**src/sv/fcull_pkg.sv**
```systemverilog
// ----------------------------------------------------------------------------
// fcull_pkg
// Shared types and constants for the frustum box culling block.
// ----------------------------------------------------------------------------
package fcull_pkg;

  localparam int NUM_PLANES = 6;
  localparam int PL_W       = (NUM_PLANES > 1) ? $clog2(NUM_PLANES) : 1;
  localparam int COEF_W     = 32;
  localparam int PROD_W     = 2 * COEF_W;
  localparam int ACC_W      = PROD_W + 4;

  localparam logic OP_LOAD = 1'b0;
  localparam logic OP_TEST = 1'b1;

  typedef logic [PL_W-1:0] pl_idx_t;

  typedef struct packed {
    logic [COEF_W-1:0] a;
    logic [COEF_W-1:0] b;
    logic [COEF_W-1:0] c;
    logic [COEF_W-1:0] d;
  } plane_t;

  typedef struct packed {
    logic mul_en;
    logic acc_load;
    logic acc_add;
  } mac_ctrl_t;

  typedef enum logic [1:0] {
    ST_IDLE,
    ST_RUN,
    ST_DONE
  } state_t;

  typedef enum logic [1:0] {
    AX_X,
    AX_Y,
    AX_Z,
    AX_CHK
  } axis_t;

endpackage

```
**src/sv/fcull_plane_store.sv**
```systemverilog
// ----------------------------------------------------------------------------
// fcull_plane_store
// Clip plane register file: one write port, one read port, cleared by reset.
// ----------------------------------------------------------------------------
module fcull_plane_store (
  input  logic             clk,
  input  logic             rst_n,
  input  logic             wr_en,
  input  fcull_pkg::pl_idx_t wr_idx,
  input  fcull_pkg::plane_t  wr_plane,
  input  fcull_pkg::pl_idx_t rd_idx,
  output fcull_pkg::plane_t  rd_plane
);
  import fcull_pkg::*;

  plane_t planes_r [NUM_PLANES];

  always_ff @(posedge clk) begin
    if (!rst_n) begin
      for (int i = 0; i < NUM_PLANES; i++) begin
        planes_r[i] <= '0;
      end
    end else if (wr_en) begin
      planes_r[wr_idx] <= wr_plane;
    end
  end

  assign rd_plane = planes_r[rd_idx];

endmodule

```
**src/sv/fcull_mac_unit.sv**
```systemverilog
// ----------------------------------------------------------------------------
// fcull_mac_unit
// Shared 32x32 multiplier and wide accumulator. Picks the positive vertex
// coordinate per axis and reports the sign of the plane distance.
// ----------------------------------------------------------------------------
module fcull_mac_unit (
  input  logic                          clk,
  input  fcull_pkg::mac_ctrl_t          ctrl,
  input  logic [fcull_pkg::COEF_W-1:0]  coeff,
  input  logic [fcull_pkg::COEF_W-1:0]  lo,
  input  logic [fcull_pkg::COEF_W-1:0]  hi,
  input  logic [fcull_pkg::COEF_W-1:0]  d,
  output logic                          sum_neg
);
  import fcull_pkg::*;

  logic signed [PROD_W-1:0] prod_r;
  logic signed [ACC_W-1:0]  acc_r;
  logic signed [COEF_W-1:0] coord;
  logic signed [ACC_W-1:0]  sum;
  logic                     lo_lt_hi;

  // largest a*x over {lo, hi}: larger coordinate for a >= 0, smaller otherwise
  always_comb begin
    lo_lt_hi = $signed(lo) < $signed(hi);
    if (coeff[COEF_W-1]) begin
      coord = lo_lt_hi ? $signed(lo) : $signed(hi);
    end else begin
      coord = lo_lt_hi ? $signed(hi) : $signed(lo);
    end
  end

  always_ff @(posedge clk) begin
    if (ctrl.mul_en) begin
      prod_r <= $signed(coeff) * coord;
    end
    if (ctrl.acc_load) begin
      acc_r <= {{(ACC_W-COEF_W-16){d[COEF_W-1]}}, d, 16'b0};
    end else if (ctrl.acc_add) begin
      acc_r <= acc_r + {{(ACC_W-PROD_W){prod_r[PROD_W-1]}}, prod_r};
    end
  end

  assign sum     = acc_r + {{(ACC_W-PROD_W){prod_r[PROD_W-1]}}, prod_r};
  assign sum_neg = sum[ACC_W-1];

endmodule

```
**src/sv/frustum_box_cull.sv**
```systemverilog
// ----------------------------------------------------------------------------
// frustum_box_cull
// A test request sweeps the planes in turn on the shared multiplier, through
// the X, Y, Z and check steps for each plane, and then holds its result until
// out_ready. No new request is taken until that result is accepted; loads
// are taken while idle, leave the block idle and give no result.
// Reset: synchronous active-low rst_n clears all planes to zero.
// ----------------------------------------------------------------------------
module frustum_box_cull (
  input  logic        clk,
  input  logic        rst_n,
  input  logic        in_valid,
  output logic        in_ready,
  input  logic        in_opcode,
  input  logic [2:0]  in_plane_index,
  input  logic [31:0] in_plane_a,
  input  logic [31:0] in_plane_b,
  input  logic [31:0] in_plane_c,
  input  logic [31:0] in_plane_d,
  input  logic [31:0] in_min_x,
  input  logic [31:0] in_min_y,
  input  logic [31:0] in_min_z,
  input  logic [31:0] in_max_x,
  input  logic [31:0] in_max_y,
  input  logic [31:0] in_max_z,
  output logic        out_valid,
  input  logic        out_ready,
  output logic        out_visible
);
  import fcull_pkg::*;

  state_t  state_r, state_nxt;
  axis_t   ax_r, ax_nxt;
  pl_idx_t pl_r, pl_nxt;
  logic    vis_r, vis_nxt;

  logic [COEF_W-1:0] lo_r [3];
  logic [COEF_W-1:0] hi_r [3];

  logic              in_acc;
  logic              wr_en;
  plane_t            wr_plane;
  plane_t            rd_plane;
  mac_ctrl_t         mac_ctrl;
  logic [COEF_W-1:0] coeff;
  logic [COEF_W-1:0] lo_sel;
  logic [COEF_W-1:0] hi_sel;
  logic              sum_neg;

  assign in_ready  = (state_r == ST_IDLE);
  assign in_acc    = in_valid && in_ready;
  assign out_valid = (state_r == ST_DONE);
  assign out_visible = vis_r;

  assign wr_en    = in_acc && (in_opcode == OP_LOAD) && (int'(in_plane_index) < NUM_PLANES);
  assign wr_plane = '{a: in_plane_a, b: in_plane_b, c: in_plane_c, d: in_plane_d};

  fcull_plane_store u_store (
    .clk      (clk),
    .rst_n    (rst_n),
    .wr_en    (wr_en),
    .wr_idx   (PL_W'(in_plane_index)),
    .wr_plane (wr_plane),
    .rd_idx   (pl_r),
    .rd_plane (rd_plane)
  );

  fcull_mac_unit u_mac (
    .clk     (clk),
    .ctrl    (mac_ctrl),
    .coeff   (coeff),
    .lo      (lo_sel),
    .hi      (hi_sel),
    .d       (rd_plane.d),
    .sum_neg (sum_neg)
  );

  always_ff @(posedge clk) begin
    if (!rst_n) begin
      state_r <= ST_IDLE;
      ax_r    <= AX_X;
      pl_r    <= '0;
      vis_r   <= 1'b1;
    end else begin
      state_r <= state_nxt;
      ax_r    <= ax_nxt;
      pl_r    <= pl_nxt;
      vis_r   <= vis_nxt;
    end
  end

  always_ff @(posedge clk) begin
    if (in_acc && (in_opcode == OP_TEST)) begin
      lo_r[0] <= in_min_x;
      lo_r[1] <= in_min_y;
      lo_r[2] <= in_min_z;
      hi_r[0] <= in_max_x;
      hi_r[1] <= in_max_y;
      hi_r[2] <= in_max_z;
    end
  end

  always_comb begin
    state_nxt = state_r;
    ax_nxt    = ax_r;
    pl_nxt    = pl_r;
    vis_nxt   = vis_r;
    mac_ctrl  = '0;
    coeff     = rd_plane.a;
    lo_sel    = lo_r[0];
    hi_sel    = hi_r[0];
    case (state_r)
      ST_IDLE: begin
        if (in_acc && (in_opcode == OP_TEST)) begin
          state_nxt = ST_RUN;
          ax_nxt    = AX_X;
          pl_nxt    = '0;
          vis_nxt   = 1'b1;
        end
      end
      ST_RUN: begin
        case (ax_r)
          AX_X: begin
            mac_ctrl = '{mul_en: 1'b1, acc_load: 1'b1, acc_add: 1'b0};
            ax_nxt   = AX_Y;
          end
          AX_Y: begin
            mac_ctrl = '{mul_en: 1'b1, acc_load: 1'b0, acc_add: 1'b1};
            coeff    = rd_plane.b;
            lo_sel   = lo_r[1];
            hi_sel   = hi_r[1];
            ax_nxt   = AX_Z;
          end
          AX_Z: begin
            mac_ctrl = '{mul_en: 1'b1, acc_load: 1'b0, acc_add: 1'b1};
            coeff    = rd_plane.c;
            lo_sel   = lo_r[2];
            hi_sel   = hi_r[2];
            ax_nxt   = AX_CHK;
          end
          AX_CHK: begin
            vis_nxt = vis_r && !sum_neg;
            ax_nxt  = AX_X;
            if (pl_r == PL_W'(NUM_PLANES - 1)) begin
              state_nxt = ST_DONE;
            end else begin
              pl_nxt = pl_r + 1'b1;
            end
          end
          default: ax_nxt = AX_X;
        endcase
      end
      ST_DONE: begin
        if (out_ready) begin
          state_nxt = ST_IDLE;
        end
      end
      default: state_nxt = ST_IDLE;
    endcase
  end

`ifndef SYNTHESIS
  a_busy_after_test: assert property (@(posedge clk) disable iff (!rst_n)
    (in_acc && (in_opcode == OP_TEST)) |=> (!in_ready && !out_valid))
    else $error("test request did not start plane sweep");

  a_done_after_last: assert property (@(posedge clk) disable iff (!rst_n)
    (state_r == ST_RUN && ax_r == AX_CHK && pl_r == PL_W'(NUM_PLANES - 1)) |=> out_valid)
    else $error("result not raised after last plane");

  a_vis_rise_on_accept: assert property (@(posedge clk) disable iff (!rst_n)
    $rose(vis_r) |-> $past(in_acc))
    else $error("visible flag set outside request acceptance");

  a_load_no_result: assert property (@(posedge clk) disable iff (!rst_n)
    (in_acc && (in_opcode == OP_LOAD)) |=> (in_ready && !out_valid))
    else $error("load request left the idle state");
`endif

endmodule

```
**config.mk**
```make
export PLATFORM = sky130hd
export DESIGN_NAME = frustum_box_cull
export DESIGN_NICKNAME = d
export VERILOG_FILES = /design/src/sv/fcull_pkg.sv /design/src/sv/fcull_plane_store.sv /design/src/sv/fcull_mac_unit.sv /design/src/sv/frustum_box_cull.sv
export SDC_FILE = /design/constraint.sdc
export NUM_CORES = 2
export LEC_CHECK = 0
export BUFFER_PORTS_ARGS = -buffer_cell sky130_fd_sc_hd__buf_2
export CORE_UTILIZATION = 38
export DETAILED_ROUTE_END_ITERATION = 8
export RECOVER_POWER = 100
export SYNTH_ARGS = -nofsm -noshare
export SYNTH_HDL_FRONTEND = slang
export SYNTH_HIERARCHICAL = 1
export SYNTH_SLANG_ARGS = --single-unit
```
**constraint.sdc**
```tcl
create_clock -name clk -period 14.05 [get_ports clk]
set_clock_uncertainty 0.2 [all_clocks]
set_input_delay 2.1075 -clock clk [delete_from_list [all_inputs] [get_ports clk]]
set_output_delay 2.1075 -clock clk [all_outputs]
set_load 0.02 [all_outputs]
```
==> Yosys cells after proc, flatten, opt, wreduce, memory -nomap -nowiden <==
Memory sizes are Yosys's and may differ from the RTL's. A register that Yosys moved wholly into a read port is not among the register bits.
Cells that the tools add are included.
{ "classes": {"n_addsub": 2, "multipliers": 1, "n_lt_le_gt_ge": 2, "eq_ne": 11, "mux": 39, "bitwise": 1, "reduce_logical": 16} }
{ "ops": {"columns": ["op", "count"], "rows": [
  ["two-way mux 32 bit", 6],
  ["case mux 32 bit (2 select lines)", 3],
  ["two-way mux 68 bit", 2],
  ["two-way mux 128 bit", 1],
  ["OR reduction 128 bit", 1],
  ["adder 68 bit", 1],
  ["multiplier 32 x 32 -> 64 bit", 1],
  ["< comparator 32 bit", 1],
  ["two-way mux 3 bit", 7],
  ["case mux 3 bit (2 select lines)", 2],
  ["two-way mux 2 bit", 5],
  ["two-way mux 1 bit", 9],
  ["case mux 2 bit (4 select lines)", 1],
  ["AND reduction 4 bit", 2],
  ["== test 2 bit (second input constant)", 3],
  ["!= test 2 bit (second input constant)", 3],
  ["case mux 2 bit (3 select lines)", 1],
  ["logical AND 1 bit", 5],
  ["== test 2 x 1 -> 1 bit (second input constant)", 2],
  ["zero test 2 bit", 2],
  ["!= test 2 x 1 -> 1 bit (second input constant)", 2],
  ["case mux 2 bit (2 select lines)", 1],
  ["nonzero test 2 bit", 2],
  ["adder 3 x 1 -> 3 bit (second input constant)", 1],
  ["8 further kinds", 8]
]} }
{ "totals": {"register_bits": 140, "ramBits": 960, "in_bits": 328, "output_inout_bits": 3, "elab_cells": 82, "mem_count": 3} }
{ "memory_table": {"columns": ["name", "depth", "width", "read_ports", "rd_clocked_by_memory_dff", "wr", "line", "text"], "rows": [
  ["u_store.planes_r", 6, 128, 1, 1, 6, "fcull_plane_store.sv:16", "plane_t planes_r [NUM_PLANES];"],
  ["hi_r", 3, 32, 3, 0, 3, "frustum_box_cull.sv:38", "logic [COEF_W-1:0] hi_r [3];"],
  ["lo_r", 3, 32, 3, 0, 3, "frustum_box_cull.sv:37", "logic [COEF_W-1:0] lo_r [3];"]
]} }

==> Depth between registers and ports, before layout <==
{ "logic_depth": {"depth_word": 9, "mapped_depth": 49, "mapped_depth_nobuf": 44} }

==> Modules after synthesis <==
Netlist, hierarchy kept.
{ "modules_own_cells": {"columns": ["mod", "instances", "cells_per_inst", "area_each_um2", "seq_area_each_um2"], "rows": [
  ["fcull_mac_unit", 1, 4939, 46249.4, 3803.6],
  ["fcull_plane_store", 1, 2577, 44557.7, 30749.5],
  ["frustum_box_cull", 1, 581, 8180.3, 5925.7]
]} }

==> Worst setup path after synthesis <==
Ideal clock, no wire load.
{ "synth_path": {"path_kind": "input to register", "from": "in in_plane_index[2]", "to": "mem u_store/planes_r[5][0] in the netlist's numbering, enable pin", "setup_ns": 0.805, "arrival_time_ns": 12.250, "required_time_ns": 13.045, "slack_ns": 0.795, "path_stages": 6, "path_buffers": 2, "path_cell_list": "a21oi_1 > and3_1 > buf_2 > clkbuf_1 > inv_1 > o31ai_1"} }
{ "synth_rtl": {"columns": ["item", "line", "text"], "rows": [
  ["start: declaration", "frustum_box_cull.sv:15", "input logic [2:0] in_plane_index,"],
  ["end: declaration", "fcull_plane_store.sv:16", null]
]} }

==> flow_metrics.py <==
metrics = {
    "floorplan": {
        "core_um2": 259000,
        "fp.dieW_um": 512,
        "dieArea_um2": 263000,
        "die_h_um": 512,
        "start_util_pct": 38.2,
        "rows": 187,
        "io_pins": 331,
    },
    "drt": {
        "drt_iter0_markers": 5657,
        "dr.pass1.iters": 6,
        "vias_per_cell": 5.54,
        "detail-route-antenna-nets": 0,
        "vias": 64600,
        "drt_wl_total_um": 296000,
        "drcViolationCount": 0,
        "drt-wirelength-per-cell_um": 25.4,
    },
    "clock_network": {
        "cts_buffer_depth": 3,
        "cts_sinks": 1356,
        "worstSkewPairLatency_ns": 0.80,
        "h-tree-depth": 4,
        "cts_buffers": 138,
        "clk_root_buffer_cell": "clkbuf_16",
        "cts_tree": "built",
        "cts_hold_repair.buffers": 0,
        "path_clk_slew_ns": 0.06,
        "post_cts_buffers": 0,
        "cts_resized": 0,
    },
    "synthesis": {
        "synth-seq-cells": 1356,
        "synth_compound_area_share_pct": 4.85,
        "synthXorXnorAreaFrac_pct": 1.21,
        "synth.area.mux_share_pct": 8.14,
        "yosysSeqAreaShare_pct": 40.9,
        "synth_cells": 8097,
        "yosys_warnings": 6,
        "synthSimpleGateAreaFrac_pct": 12.2,
        "synth_area_um2": 99000,
        "synth-main-ff-cell": "edfxtp_1",
        "synth_top_family_by_area": "adder cells",
        "synth_nets": 9797,
        "yosysTopAreaCell": "edfxtp_1",
        "yosysTopAreaCellShare_pct": 40.4,
        "async_flop_share_pct": 0,
        "synth_fa_ha_area_share_pct": 25.6,
        "avgSynthCellArea_um2": 12.2,
        "synth_area_leaders": "edfxtp_1 40%, fa_1 22%, inv_1 4.4%",
        "synth_edf_count": 1332,
        "synth_cell_types": 88,
    },
    "critical_path": {
        "rr_startpoint": "pl_r[1]$_SDFFE_PN0P_",
        "cp_top_family": "adder cells",
        "worstSetupPathType": "flop to flop",
        "critPathLaunchType": "flop",
        "cp_num_buf_inv": 6,
        "cpMostUsedCell": "fa_1",
        "worstPathRequired_ns": 14.40,
        "worstPathMaxFanout": 39,
        "crit_start": "pl_r[1]$_SDFFE_PN0P_",
        "worst_path_largest_cell_delay_ns": 2.37,
        "end_kind": "flop",
        "crit_slowest_cell": "clkbuf_1",
        "critPathArrivalTime_ns": 14.01,
    },
    "global_route": {
        "grt_max_degree": 193,
        "grt_use_total_pct": 22.6,
        "grt_pass1_vias": 69400,
        "grt_pass1_wl_um": 446000,
        "antenna_found_initial": 47,
        "grt.overflow.total": 0,
    },
    "final_layout": {
        "nets": 9849,
        "mostFrequentLayoutCells": "1332 x edfxtp_1, 1155 x inv_1, 1083 x fa_1",
        "final_common_cell": "edfxtp_1",
        "syn_to_final_growth_pct": 8.84,
        "drive_gt1_share_pct": 12.4,
    },
    "sta": {
        "finalHoldViolations": 0,
        "timing.fmax_ghz": 0.0732,
        "slew_headroom_pct": -476,
        "setup_viol": 0,
        "rsz0062_at_grt": "no",
        "period_needed_ns": 13.66,
        "worstMarginPinSlew_ns": 8.63,
        "timing.setup.tns_ns": 0,
        "slew_viol_final": 2172,
        "fin_crit_sh_pct": 97.3,
    },
    "status": {
        "violations": "max-capacitance violations, max-slew violations",
        "status": "finished with violations",
    },
    "placed_design": {
        "place.gp.congestion": 0.913,
        "dp_hpwl_um": 202000,
        "io_buffers": 330,
    },
    "worst_hold_path": {
        "hold_path_startpoint": "u_mac/acc_r[9]$_SDFFE_PP0P_",
        "hold_class": "flop to flop",
    },
    "run": {
        "max_cap_violations": 44,
    },
}
==> path summary, 6_finish.rpt <==
check	endpoint	slack [ns]	cells after the start
max reg2reg	u_mac/prod_r[61]$_DFFE_PP_	0.39	29
max	u_mac/prod_r[61]$_DFFE_PP_	0.39	29
min	u_mac/acc_r[9]$_SDFFE_PP0P_	0.29	2
min reg2reg	u_mac/acc_r[9]$_SDFFE_PP0P_	0.29	2
==> cell usage after synthesis (all sizes together), types with 142 or more instances <==
| library cell | n |
|---|---|
| mux2 | 158 |
| mux4 | 256 |
| nand3 | 165 |
| nor2 | 142 |
| nor3 | 528 |
| fa | 1083 |
| and2 | 481 |
| nand2 | 647 |
| o21ai | 247 |
| clkbuf | 378 |
| inv | 1156 |
| edfxtp | 1332 |
| a21oi | 179 |
| buf | 185 |
| ha | 289 |
==> through the flow <==
stage               hold slack, ns  std cells  instance area, um^2  setup slack [ns]  utilization [%]
finish                       0.289      11700               108000             0.386             41.6
global route                 0.301      11700               108000           0.00402             41.5
CTS                          0.289      11700               108000             0.723             41.7
detailed placement           0.280      11400               104000             0.787             40.0
global placement             0.278      11400               104000              1.00             40.0
floorplan                    0.256       8097                99000             0.795                -
==> final cells by class <==
cell class | instances | area, um^2
Clock inverter | 81 | 782
Sequential cell | 1356 | 40500
Antenna cell | 19 | 47.5
Inverter | 1156 | 4340
Fill cell | 24300 | 152000
Multi-Input combinational cell | 5022 | 51600
Tap cell | 3402 | 4260
Timing Repair Buffer | 475 | 2650
Clock buffer | 163 | 3560
==> worst min-delay path: cells and delay by family (launching register included) <==
family	cells	cell delay (ns)
compound gates	1	0.07
buf+inv	1	0.05
flops	1	0.31
==> metal layers <==
| metal | global-route usage (%) | vias to the layer above | wire length, um |
|---|---|---|---|
| li1 | - | 27700 | - |
| met1 | 28.4 | 33600 | 114000 |
| met2 | 38.7 | 2701 | 148000 |
| met3 | 4.01 | 611 | 22000 |
| met4 | 8.58 | 34 | 12000 |
| met5 | 0 | - | 217 |
==> state kept, by name, summed over array words and instances (netlist names) <==
name	count
ax_r	2
hi_r	96
lo_r	96
out_visible	1
pl_r	3
state_r	2
u_mac/acc_r	68
u_mac/prod_r	64
u_store/planes_r	1024
==> kinds of logic after synthesis <==
logic type,Yosys count
adder cells (fa/ha/maj),1372
multiplexers,437
buffers and inverters,1719
XOR/XNOR,136
AND/OR/NAND/NOR,2315
flip-flops,1356
AO/OA/AOI/OAI,762
Power is left out: the tool's default activity adds up to more than one toggle a clock period on the data nets, which glitch-free logic cannot reach.
